### config.mk
export PLATFORM = sky130hd
export DESIGN_NAME = text_cursor_glyph_layout_flat
export DESIGN_NICKNAME = d
export VERILOG_FILES = /design/src/hw/rtl/tcgl_pkg.sv /design/src/hw/rtl/tcgl_if.sv /design/src/hw/rtl/tcgl_glyph_map.sv /design/src/hw/rtl/tcgl_cursor.sv /design/src/hw/rtl/text_cursor_glyph_layout.sv /design/src/flat_wrapper.sv
export SDC_FILE = /design/constraint.sdc
export NUM_CORES = 1
export LEC_CHECK = 0
export ABC_AREA = 1
export BUFFER_PORTS_ARGS = -buffer_cell sky130_fd_sc_hd__buf_2
export CAP_MARGIN = 0
export CORE_ASPECT_RATIO = 0.9
export CORE_MARGIN = 4
export CORE_UTILIZATION = 30
export DETAILED_ROUTE_END_ITERATION = 6
export GPL_TIMING_DRIVEN = 0
export PLACE_DENSITY = 0.58
export SKIP_CTS_REPAIR_TIMING = 1
export SKIP_LAST_GASP = 1
export SLEW_MARGIN = 40
export SYNTH_ARGS = -nofsm -noshare
export SYNTH_HDL_FRONTEND = slang
export SYNTH_SLANG_ARGS = --single-unit
### constraint.sdc
create_clock -name clk -period 6.74 [get_ports clk]
set_input_delay 0.674 -clock clk [delete_from_list [all_inputs] [get_ports clk]]
set_output_delay 0.674 -clock clk [all_outputs]
set_load 0.005 [all_outputs]
### src/hw/rtl/tcgl_pkg.sv
`default_nettype none

package tcgl_pkg;

	localparam int CODE_W    = 8;
	localparam int COORD_W   = 13;
	localparam int CFG_W     = 12;
	localparam int COL_W     = 4;
	localparam int ROW_W     = 3;
	localparam int CFG_IDX_W = 2;

	localparam logic [COORD_W-1:0] COORD_MAX = 13'h1FFF;

	localparam logic [CODE_W-1:0] CHAR_TAB   = 8'h09;
	localparam logic [CODE_W-1:0] CHAR_LF    = 8'h0A;
	localparam logic [CODE_W-1:0] CHAR_CR    = 8'h0D;
	localparam logic [CODE_W-1:0] CODE_FIRST = 8'h20;
	localparam logic [CODE_W-1:0] CODE_LAST  = 8'h7F;

	localparam logic [CFG_IDX_W-1:0] REG_BASE_X     = 2'd0;
	localparam logic [CFG_IDX_W-1:0] REG_BASE_Y     = 2'd1;
	localparam logic [CFG_IDX_W-1:0] REG_BOX_WIDTH  = 2'd2;
	localparam logic [CFG_IDX_W-1:0] REG_BOX_HEIGHT = 2'd3;

	localparam logic [CFG_W-1:0] BASE_X_RST     = 12'd0;
	localparam logic [CFG_W-1:0] BASE_Y_RST     = 12'd0;
	localparam logic [CFG_W-1:0] BOX_WIDTH_RST  = 12'd300;
	localparam logic [CFG_W-1:0] BOX_HEIGHT_RST = 12'd300;

	typedef struct packed {
		logic [CODE_W-1:0] char_code;
		logic              start_of_text;
	} text_item_t;

	typedef struct packed {
		logic [CFG_W-1:0] base_x;
		logic [CFG_W-1:0] base_y;
		logic [CFG_W-1:0] box_width;
		logic [CFG_W-1:0] box_height;
	} box_cfg_t;

	typedef struct packed {
		logic               emit;
		logic [COORD_W-1:0] glyph_x;
		logic [COORD_W-1:0] glyph_y;
		logic               box_full_after;
	} cursor_res_t;

endpackage

`default_nettype wire

### src/hw/rtl/tcgl_if.sv
`default_nettype none

interface tcgl_in_if;
	import tcgl_pkg::*;

	logic              valid;
	logic              ready;
	logic [CODE_W-1:0] char_code;
	logic              start_of_text;

	modport source (output valid, char_code, start_of_text, input ready);
	modport sink (input valid, char_code, start_of_text, output ready);
endinterface

interface tcgl_out_if;
	import tcgl_pkg::*;

	logic               valid;
	logic               ready;
	logic [COORD_W-1:0] glyph_x;
	logic [COORD_W-1:0] glyph_y;
	logic [COL_W-1:0]   glyph_column;
	logic [ROW_W-1:0]   glyph_row;
	logic               box_full_after;

	modport source (output valid, glyph_x, glyph_y, glyph_column, glyph_row, box_full_after,
		input ready);
	modport sink (input valid, glyph_x, glyph_y, glyph_column, glyph_row, box_full_after,
		output ready);
endinterface

`default_nettype wire

### src/hw/rtl/tcgl_glyph_map.sv
`default_nettype none

module tcgl_glyph_map #(
	parameter int GLYPHS_PER_ROW = 16
) (
	input  wire logic [tcgl_pkg::CODE_W-1:0] char_code,
	output logic      [tcgl_pkg::COL_W-1:0]  glyph_column,
	output logic      [tcgl_pkg::ROW_W-1:0]  glyph_row
);
	import tcgl_pkg::*;

	localparam int NUM_GLYPHS = int'(CODE_LAST) - int'(CODE_FIRST) + 1;
	localparam int IDX_W      = $clog2(NUM_GLYPHS);

	logic [COL_W-1:0] col_tbl [NUM_GLYPHS];
	logic [ROW_W-1:0] row_tbl [NUM_GLYPHS];
	logic [IDX_W-1:0] idx;
	logic [CODE_W-1:0] rel;

	for (genvar g = 0; g < NUM_GLYPHS; g++) begin : g_tbl
		localparam int COL_V = g % GLYPHS_PER_ROW;
		localparam int ROW_V = g / GLYPHS_PER_ROW;
		assign col_tbl[g] = COL_W'(COL_V);
		assign row_tbl[g] = ROW_W'(ROW_V);
	end

	// Control codes and the upper half of the byte range show the blank glyph.
	always_comb begin
		rel = char_code - CODE_FIRST;
		if (char_code >= CODE_FIRST && char_code <= CODE_LAST) begin
			idx = rel[IDX_W-1:0];
		end else begin
			idx = '0;
		end
		glyph_column = col_tbl[idx];
		glyph_row    = row_tbl[idx];
	end

endmodule

`default_nettype wire

### src/hw/rtl/tcgl_cursor.sv
`default_nettype none

module tcgl_cursor #(
	parameter int CELL_WIDTH  = 8,
	parameter int CELL_HEIGHT = 16,
	parameter int TAB_CELLS   = 4
) (
	input  wire logic                  clk,
	input  wire logic                  arst_n,
	input  wire tcgl_pkg::box_cfg_t    cfg,
	input  wire tcgl_pkg::text_item_t  item,
	input  wire logic                  fire,
	output tcgl_pkg::cursor_res_t      res
);
	import tcgl_pkg::*;

	localparam int TAB_SPAN = CELL_WIDTH * TAB_CELLS;
	localparam int TAB_SH   = $clog2(TAB_SPAN);
	localparam int SHIFT    = COORD_W + TAB_SH;
	localparam longint RECIP = ((64'd1 << SHIFT) + longint'(TAB_SPAN) - 1) / TAB_SPAN;
	localparam int RECIP_W  = COORD_W + 2;
	localparam int PROD_W   = COORD_W + RECIP_W;
	localparam int WIDE_W   = COORD_W + 11;

	logic [COORD_W-1:0] cur_x_q, cur_y_q;
	logic               stopped_q;

	logic [COORD_W-1:0] x0, y0, lim_x, lim_y, nl_y, off, quo, tab_x, x1;
	logic               stp0, nl_stop, wrap;
	logic [COORD_W:0]   y_sum, x_sum, x1_next;
	logic [PROD_W-1:0]  prod;
	logic [WIDE_W-1:0]  tab_off, tab_sum;
	logic [COORD_W-1:0] x_n, y_n;
	logic               s_n;

	always_comb begin
		x0    = item.start_of_text ? COORD_W'(cfg.base_x) : cur_x_q;
		y0    = item.start_of_text ? COORD_W'(cfg.base_y) : cur_y_q;
		stp0  = item.start_of_text ? 1'b0 : stopped_q;
		lim_x = COORD_W'(cfg.base_x) + COORD_W'(cfg.box_width);
		lim_y = COORD_W'(cfg.base_y) + COORD_W'(cfg.box_height);

		y_sum   = {1'b0, y0} + (COORD_W+1)'(CELL_HEIGHT);
		nl_y    = y_sum[COORD_W] ? COORD_MAX : y_sum[COORD_W-1:0];
		nl_stop = nl_y > lim_y;

		off     = (x0 >= COORD_W'(cfg.base_x)) ? x0 - COORD_W'(cfg.base_x) : '0;
		prod    = PROD_W'(off) * PROD_W'(RECIP);
		quo     = COORD_W'(prod >> SHIFT);
		tab_off = (WIDE_W'(quo) + WIDE_W'(1)) * WIDE_W'(TAB_SPAN);
		tab_sum = WIDE_W'(cfg.base_x) + tab_off;
		tab_x   = (tab_sum > WIDE_W'(COORD_MAX)) ? COORD_MAX : tab_sum[COORD_W-1:0];

		x_sum   = {1'b0, x0} + (COORD_W+1)'(CELL_WIDTH);
		x1      = x_sum[COORD_W] ? COORD_MAX : x_sum[COORD_W-1:0];
		x1_next = {1'b0, x1} + (COORD_W+1)'(CELL_WIDTH);
		wrap    = x1_next > {1'b0, lim_x};

		x_n = x0;
		y_n = y0;
		s_n = stp0;
		res.emit = 1'b0;
		res.box_full_after = 1'b0;
		if (!stp0) begin
			case (item.char_code)
				CHAR_CR: begin
					x_n = COORD_W'(cfg.base_x);
				end
				CHAR_LF: begin
					x_n = COORD_W'(cfg.base_x);
					y_n = nl_y;
					s_n = nl_stop;
				end
				CHAR_TAB: begin
					x_n = tab_x;
					if (tab_x > lim_x) begin
						x_n = COORD_W'(cfg.base_x);
						y_n = nl_y;
						s_n = nl_stop;
					end
				end
				default: begin
					res.emit = 1'b1;
					x_n = x1;
					if (wrap) begin
						x_n = COORD_W'(cfg.base_x);
						y_n = nl_y;
						s_n = nl_stop;
						res.box_full_after = nl_stop;
					end
				end
			endcase
		end
		res.glyph_x = x0;
		res.glyph_y = y0;
	end

	always_ff @(posedge clk or negedge arst_n) begin
		if (!arst_n) begin
			cur_x_q   <= '0;
			cur_y_q   <= '0;
			stopped_q <= 1'b0;
		end else if (fire) begin
			cur_x_q   <= x_n;
			cur_y_q   <= y_n;
			stopped_q <= s_n;
		end
	end

endmodule

`default_nettype wire

### src/hw/rtl/text_cursor_glyph_layout.sv
// A word is held in an input stage register, its result in an output stage register.
// One word per cycle unless output stalls; cursor and glyph logic is combinational.
// A word that gives no result leaves the block at the next edge.
// Reset clears the cursor, the stop flag and all valid bits and loads the
// register reset values; no clearing pass is needed.
`default_nettype none

module text_cursor_glyph_layout #(
	parameter int CELL_WIDTH     = 8,
	parameter int CELL_HEIGHT    = 16,
	parameter int GLYPHS_PER_ROW = 16,
	parameter int TAB_CELLS      = 4
) (
	input  wire logic                               clk,
	input  wire logic                               arst_n,
	tcgl_in_if.sink                                 text_in,
	tcgl_out_if.source                              glyph_out,
	input  wire logic                               cfg_we,
	input  wire logic [tcgl_pkg::CFG_IDX_W-1:0]     cfg_index,
	input  wire logic [tcgl_pkg::CFG_W-1:0]         cfg_wdata
);
	import tcgl_pkg::*;

	box_cfg_t    cfg_q;
	text_item_t  item_s1;
	logic        valid_s1;
	cursor_res_t res;
	logic        out_can, fire;
	logic [COL_W-1:0] col;
	logic [ROW_W-1:0] row;

	logic               out_valid_q;
	logic [COORD_W-1:0] gx_q, gy_q;
	logic [COL_W-1:0]   col_q;
	logic [ROW_W-1:0]   row_q;
	logic               full_q;

	always_ff @(posedge clk or negedge arst_n) begin
		if (!arst_n) begin
			cfg_q.base_x     <= BASE_X_RST;
			cfg_q.base_y     <= BASE_Y_RST;
			cfg_q.box_width  <= BOX_WIDTH_RST;
			cfg_q.box_height <= BOX_HEIGHT_RST;
		end else if (cfg_we) begin
			case (cfg_index)
				REG_BASE_X:     cfg_q.base_x     <= cfg_wdata;
				REG_BASE_Y:     cfg_q.base_y     <= cfg_wdata;
				REG_BOX_WIDTH:  cfg_q.box_width  <= cfg_wdata;
				REG_BOX_HEIGHT: cfg_q.box_height <= cfg_wdata;
				default: ;
			endcase
		end
	end

	assign out_can       = !out_valid_q || glyph_out.ready;
	assign fire          = valid_s1 && (!res.emit || out_can);
	assign text_in.ready = !valid_s1 || fire;

	always_ff @(posedge clk or negedge arst_n) begin
		if (!arst_n) begin
			valid_s1 <= 1'b0;
		end else if (text_in.ready) begin
			valid_s1 <= text_in.valid;
		end
	end

	always_ff @(posedge clk) begin
		if (text_in.valid && text_in.ready) begin
			item_s1.char_code     <= text_in.char_code;
			item_s1.start_of_text <= text_in.start_of_text;
		end
	end

	tcgl_cursor #(
		.CELL_WIDTH  (CELL_WIDTH),
		.CELL_HEIGHT (CELL_HEIGHT),
		.TAB_CELLS   (TAB_CELLS)
	) u_cursor (
		.clk    (clk),
		.arst_n (arst_n),
		.cfg    (cfg_q),
		.item   (item_s1),
		.fire   (fire),
		.res    (res)
	);

	tcgl_glyph_map #(
		.GLYPHS_PER_ROW (GLYPHS_PER_ROW)
	) u_glyph_map (
		.char_code    (item_s1.char_code),
		.glyph_column (col),
		.glyph_row    (row)
	);

	always_ff @(posedge clk or negedge arst_n) begin
		if (!arst_n) begin
			out_valid_q <= 1'b0;
		end else if (out_can) begin
			out_valid_q <= valid_s1 && res.emit;
		end
	end

	always_ff @(posedge clk) begin
		if (out_can && valid_s1 && res.emit) begin
			gx_q   <= res.glyph_x;
			gy_q   <= res.glyph_y;
			col_q  <= col;
			row_q  <= row;
			full_q <= res.box_full_after;
		end
	end

	assign glyph_out.valid          = out_valid_q;
	assign glyph_out.glyph_x        = gx_q;
	assign glyph_out.glyph_y        = gy_q;
	assign glyph_out.glyph_column   = col_q;
	assign glyph_out.glyph_row      = row_q;
	assign glyph_out.box_full_after = full_q;

endmodule

`default_nettype wire

### src/flat_wrapper.sv
// flat-port wrapper written by rule: the top's interface ports become plain ports
module text_cursor_glyph_layout_flat import tcgl_pkg::*;
#(
	parameter int CELL_WIDTH     = 8,
	parameter int CELL_HEIGHT    = 16,
	parameter int GLYPHS_PER_ROW = 16,
	parameter int TAB_CELLS      = 4
)
  (clk, arst_n, cfg_we, cfg_index, cfg_wdata, text_in_valid, text_in_char_code, text_in_start_of_text, text_in_ready, glyph_out_valid, glyph_out_glyph_x, glyph_out_glyph_y, glyph_out_glyph_column, glyph_out_glyph_row, glyph_out_box_full_after, glyph_out_ready);
  tcgl_in_if text_in_i ();
  tcgl_out_if glyph_out_i ();
  input  wire logic clk;
  input  wire logic arst_n;
  input  wire logic cfg_we;
  input  wire logic [tcgl_pkg::CFG_IDX_W-1:0] cfg_index;
  input  wire logic [tcgl_pkg::CFG_W-1:0] cfg_wdata;
  input wire logic [$bits(text_in_i.valid)-1:0] text_in_valid;
  input wire logic [$bits(text_in_i.char_code)-1:0] text_in_char_code;
  input wire logic [$bits(text_in_i.start_of_text)-1:0] text_in_start_of_text;
  output wire logic [$bits(text_in_i.ready)-1:0] text_in_ready;
  output wire logic [$bits(glyph_out_i.valid)-1:0] glyph_out_valid;
  output wire logic [$bits(glyph_out_i.glyph_x)-1:0] glyph_out_glyph_x;
  output wire logic [$bits(glyph_out_i.glyph_y)-1:0] glyph_out_glyph_y;
  output wire logic [$bits(glyph_out_i.glyph_column)-1:0] glyph_out_glyph_column;
  output wire logic [$bits(glyph_out_i.glyph_row)-1:0] glyph_out_glyph_row;
  output wire logic [$bits(glyph_out_i.box_full_after)-1:0] glyph_out_box_full_after;
  input wire logic [$bits(glyph_out_i.ready)-1:0] glyph_out_ready;
  assign text_in_i.valid = text_in_valid;
  assign text_in_i.char_code = text_in_char_code;
  assign text_in_i.start_of_text = text_in_start_of_text;
  assign text_in_ready = text_in_i.ready;
  assign glyph_out_valid = glyph_out_i.valid;
  assign glyph_out_glyph_x = glyph_out_i.glyph_x;
  assign glyph_out_glyph_y = glyph_out_i.glyph_y;
  assign glyph_out_glyph_column = glyph_out_i.glyph_column;
  assign glyph_out_glyph_row = glyph_out_i.glyph_row;
  assign glyph_out_box_full_after = glyph_out_i.box_full_after;
  assign glyph_out_i.ready = glyph_out_ready;
  text_cursor_glyph_layout #(.CELL_WIDTH(CELL_WIDTH), .CELL_HEIGHT(CELL_HEIGHT), .GLYPHS_PER_ROW(GLYPHS_PER_ROW), .TAB_CELLS(TAB_CELLS)) u_core (.clk(clk), .arst_n(arst_n), .text_in(text_in_i), .glyph_out(glyph_out_i), .cfg_we(cfg_we), .cfg_index(cfg_index), .cfg_wdata(cfg_wdata));
endmodule
Yosys cells after proc, flatten, opt, wreduce, memory -nomap -nowiden
Memory sizes are Yosys's and may differ from the RTL's. A register that Yosys moved wholly into a read port is not among the register bits.
Cells that the tools add are included.
{"block": "op_classes", "n_reduce_logical": 20, "add_sub_neg": 9, "eq_ne": 6, "bitwise_logic": 1, "n_mux": 22, "n_lt_le_gt_ge": 7}
{"op": "$mux W13", "count": 12}
{"op": "$pmux W13 S3", "count": 1}
{"op": "$add A13 B4 Y14 const B", "count": 2}
{"op": "$add A12 B12 Y13", "count": 2}
{"op": "$gt A13 B13 Y1", "count": 2}
{"op": "$pmux W13 S2", "count": 1}
{"op": "$eq A8 B4 Y1 const B", "count": 3}
{"op": "$add A12 B14 Y15", "count": 1}
{"op": "$gt A15 B13 Y1 const B", "count": 1}
{"op": "$add A13 B5 Y14 const B", "count": 1}
{"op": "$gt A14 B13 Y1", "count": 1}
{"op": "$ge A13 B12 Y1", "count": 1}
{"op": "$sub A13 B12 Y13", "count": 1}
{"op": "$add A8 B1 Y9 const B", "count": 1}
{"op": "$ge A8 B6 Y1 const B", "count": 1}
{"op": "$le A8 B7 Y1 const B", "count": 1}
{"op": "$not A7 Y8", "count": 1}
{"op": "$reduce_and A2 Y1", "count": 4}
{"op": "$mux W7", "count": 1}
{"op": "$sub A7 B6 Y7 const B", "count": 1}
{"op": "$logic_and A1 B1 Y1", "count": 6}
{"op": "$mux W1", "count": 6}
{"op": "$eq A2 B2 Y1 const B", "count": 2}
{"op": "$reduce_or A4 Y1", "count": 1}
{"op": "7 further kinds", "count": 11}
{"block": "totals", "reg_bits": 113, "input_bits": 28, "memories": 2, "rom_bits": 896, "word_cells": 81}
{"name": "(name not given)", "depth": 128, "width": 4, "read_ports": 1, "rd_clocked_by_memory_dff": 1, "wr": 0, "line_no": "tcgl_glyph_map.sv:35", "text": "glyph_column = col_tbl[idx];"}
{"name": "(name not given)", "depth": 128, "width": 3, "read_ports": 1, "rd_clocked_by_memory_dff": 1, "wr": 0, "line_no": "tcgl_glyph_map.sv:36", "text": "glyph_row = row_tbl[idx];"}

Depth between registers and ports, before layout
{"block": "logic_depth", "depth_word": 11, "mapped_depth": 47, "ltp_nobuf": 43}

Hierarchy
From an unflattened synthesis, not the netlist that was laid out.
{"block": "unflattened", "cells_unflattened": 1296, "area_unflattened_um2": 9509.1}
{"mod": "tcgl_cursor", "instances": 1, "area_per_inst_um2": 5970.7, "seq_area_each_um2": 675.6, "cells_per_inst": 1004}
{"mod": "text_cursor_glyph_layout", "instances": 1, "area_per_inst_um2": 3464.6, "seq_area_each_um2": 2552.4, "cells_per_inst": 276}
{"mod": "tcgl_glyph_map", "instances": 1, "area_per_inst_um2": 73.8, "seq_area_each_um2": 0.0, "cells_per_inst": 16}

Worst setup path before layout
No wires, ideal clock.
{"block": "synth_timing", "kind": "register to register", "startpoint": "register u_core.item_s1[0] in the netlist's numbering", "endpoint": "register u_core.u_cursor.cur_y_q[4]", "synth_period_minus_slack_ps": 6318, "t_arrival_ps": 6201, "stages_incl_launch_ff": 45, "path_slack_ps": 422, "cell_sequence": "edfxtp_1 -> buf_6 -> buf_6 -> buf_6 -> clkbuf_1 -> o21ai_0 -> inv_1 -> ha_1 -> nand2_1 -> nor2_1 -> nand2_1 -> nand3_1 -> nand2_1 -> nand3_2 -> inv_1 -> a21oi_1 -> ha_1 -> nand3_1 -> (+9 left out) -> nand3_2 -> nand2_2 -> buf_6 -> nand2_1 -> ha_1 -> nand2_1 -> inv_1 -> nand3_1 -> o221ai_1 -> nand3_1 -> a21boi_1 -> nor2_1 -> nor2_1 -> nand3_2 -> nand2_1 -> nand3_1 -> o21ai_1 -> inv_1"}
{"element": "from (decl)", "line_no": "text_cursor_glyph_layout.sv:25", "text": "text_item_t item_s1;"}
{"element": "to (signal assigned)", "line_no": "tcgl_cursor.sv:105", "text": "cur_y_q <= y_n;"}
{"element": "to (decl)", "line_no": "tcgl_cursor.sv:25", "text": "logic [COORD_W-1:0] cur_x_q, cur_y_q;"}

==> results.cfg <==
[final_layout]
multi_input_area_um2 = 5300
areaGrowthSynthToFinish_pct = 20.5
nets = 1439
n_fill_cell = 3189
register_area_um2 = 3230
mostFrequentLayoutCells = 326 x nand2_1, 173 x inv_1, 80 x ha_1, 76 x nor2_1, 75 x o21ai_0
mostFrequentLayoutCell = nand2_1
n_antenna_cell = 0
drive_gt1_share_pct = 17.7
fin_cells = 1737
postLayoutCellArea_um2 = 11000
fin_util_pct = 36.7

[clocking]
clkSinkCount = 120
cts.path.max_buffers = 2
cts_made_buffers = 17
cts_root_buf = clkbuf_16
htreeDepth = 4
clkLatencyLatePin_ns = 0.43
path_clk_slew_ns = 0.06
cts_tree = yes

[yosys]
synth_nets = 1336
yosysWarningCount = 0
ys_ff_latch = 120
synthesis.area_um2 = 9090
synthCells = 1218
synth_area_leaders = dfrtp_1 19%, edfxtp_1 14%, nand2_1 14%
ys_seq_area_share_pct = 35.5
netlist.area_leader.share_pct = 19.0
synth.avg_cell_area_um2 = 7.46
yosysTopAreaCell = dfrtp_1
ys_types = 48

[route]
drt-vias-per-instance = 4.75
vias = 8246
drtIter0Drc = 630
totalWireLength_mm = 25.9
wire_per_inst_um = 14.9
ant_nets = 0
firstDrtPassIters = 5
drc = 0

[power_and_ir_drop]
p_leak_nw = 5.53
sw_frac_of_total_pct = 46.4
p_seq_share_pct = 23.0
vdd_drop_max_uv = 186
clockPowerShare_pct = 18.7
p_sw_mw = 2.20
intPower_mw = 2.54
power_frac_comb_pct = 58.2
power_density_nw_per_um2 = 433
power_mw = 4.74

[die]
die_area_um2 = 33100
die_h_um = 173
initial_core_util_pct = 30.4
coreArea_um2 = 29900
die_w_um = 191
core.rowCount = 60
ios = 64

[worst_setup_path]
cpMostUsedCell = nand2_1
cp-start-kind = flop
cp.arrival_ns = 6.76
worst-path-max-fanout = 12
worstPathRequired_ns = 7.05
worst_path_max_delay_cell = edfxtp_1
critical_path_class = reg -> reg
crit_path_end_kind = flop
critPathMaxStageDelay_ns = 0.47

[placement]
io_buffers = 63
placed_cells = 1686
gp_congestion = 0.906
dpl_cell_area_um2 = 9960
dpl.hpwl_mm = 20.1

[sta]
drv_slew = 0
finClkSkew_ns = 0.0126
slew-limit-headroom_pct = 53.7
fin_crit_sh_pct = 95.7
setup_viol = 0
period_minus_slack_ns = 6.45
fmax_ghz = 0.155
worst-slew-pin-transition_ns = 0.694
hold_viol = 0

[grt]
antenna_found_initial = 0
track_usage_pct = 15.2
grt_overflow_total = 0
grt_max_degree = 45
grt_pass1_wl_mm = 40.1
grt_pass1_vias = 7515

[hold_path]
min_path_type = in -> async

[status]
status = complete, no violations

[job]
maxCapViolations = 0
metal layers:
| layer | up-vias | part of all wire [%] | global-route usage, % |
|---|---|---|---|
| met3 | 15 | 6.3 | 3.41 |
| met2 | 231 | 41 | 21.4 |
| met4 | 0 | 0.88 | 2.87 |
| met1 | 3830 | 52 | 23.8 |
| met5 | - | 0 | 0 |
| li1 | 4170 | - | - |
registers in the layout (all words and copies together) (netlist names), 3 cells and up:
name and cells:
u_core.glyph_out.glyph_row 3, u_core.cfg_q 48, u_core.glyph_out.glyph_column 4, u_core.u_cursor.cur_y_q 13, u_core.glyph_out.glyph_x 13, u_core.glyph_out.glyph_y 13
u_core.item_s1 9, u_core.u_cursor.cur_x_q 13
stage by stage:
| stage | setup WS [ns] | hold slack (ns) | setup TNS (ns) |
|---|---|---|---|
| after floorplan | 0.422 | 0.378 | 0 |
| after global placement | -1.34 | 0.462 | -23.97 |
| after detailed placement | -1.33 | 0.468 | -23.94 |
| after CTS | -1.37 | 0.153 | -24.84 |
| after global routing | -0.107 | 0.149 | -1.14 |
| final | 0.291 | 0.144 | 0 |
final cells by class:
class                   instances  area share, %
plain buffers                  20           1.23
inverters                     191           6.54
multi-input cells             887           48.4
repair buffers                 84           4.57
flip-flops and latches        120           29.5
clock inverters                12          0.914
well taps                     403           4.60
clock buffers                  20           4.27
power groups by stage:
stage	Clock (mW)	Sequential [mW]	Combinational [mW]
2_1_floorplan	0	1.06	1.84
3_3_place_gp	0	1.09	2.40
3_5_place_dp	0	1.09	2.47
4_1_cts	0.901	1.08	2.48
5_1_grt	0.943	1.11	3.13
6_report	0.889	1.09	2.76
synth_stat cells, drive strengths merged:
| cell | count |
|---|---|
| xor2 | 23 |
| nand3b | 3 |
| ha | 87 |
| clkbuf | 14 |
| a21o | 4 |
| o221ai | 2 |
| nor4 | 2 |
| nor3 | 12 |
| or2 | 21 |
| a22oi | 2 |
| a21boi | 1 |
| nand4 | 15 |
| xnor2 | 16 |
| nor4b | 1 |
| dfstp | 8 |
| o22ai | 1 |
| inv | 186 |
| nand3 | 74 |
| o21a | 1 |
| dfrtp | 69 |
| clkinv | 5 |
| and2 | 5 |
| o211ai | 3 |
| and3 | 2 |
| a31oi | 1 |
| nor2 | 92 |
| buf | 7 |
| o21ai | 109 |
| edfxtp | 43 |
| nand2 | 335 |
| a21oi | 67 |
| o21bai | 3 |
| fa | 3 |
| nor3b | 1 |
worst max-delay path, delay by kind of cell, from the launching register on:
kind                     cells  cell delay [ns]
AO/OA/AOI/OAI                7             1.05
XOR/XNOR                     1             0.19
adder cells (fa/ha/maj)      4             1.17
buffers and inverters        8             0.90
flip-flops                   1             0.47
AND/OR/NAND/NOR             19             2.54
worst paths after layout:
check / start / slack (ns) / depth (start not counted) / to
worst max-delay path: u_core.item_s1[0] / 0.29 / 39 / u_core.u_cursor.cur_y_q[4]
worst min-delay path: arst_n / 0.14 / 1 / u_core.cfg_q[7]
worst max register to register: u_core.item_s1[0] / 0.29 / 39 / u_core.u_cursor.cur_y_q[4]
worst min register to register: u_core.u_cursor.cur_y_q[12] / 0.49 / 2 / u_core.u_cursor.cur_y_q[12]
max in group asynchronous: arst_n / 5.97 / 2 / u_core.cfg_q[20]
min in group clk: text_in_char_code[6] / 0.43 / 1 / u_core.item_s1[7]
kinds of logic (layout without fill, tap and decap cells):
family | Yosys count | after routing | synth area share [%]
flip-flops | 120 | 120 | 35.5
adder cells (fa/ha/maj) | 90 | 90 | 12.6
buffers and inverters | 212 | 327 | 9.22
AND/OR/NAND/NOR | 563 | 564 | 27.2
XOR/XNOR | 39 | 39 | 3.76
AO/OA/AOI/OAI | 194 | 194 | 11.7
Power figures use the tool's default switching activity.
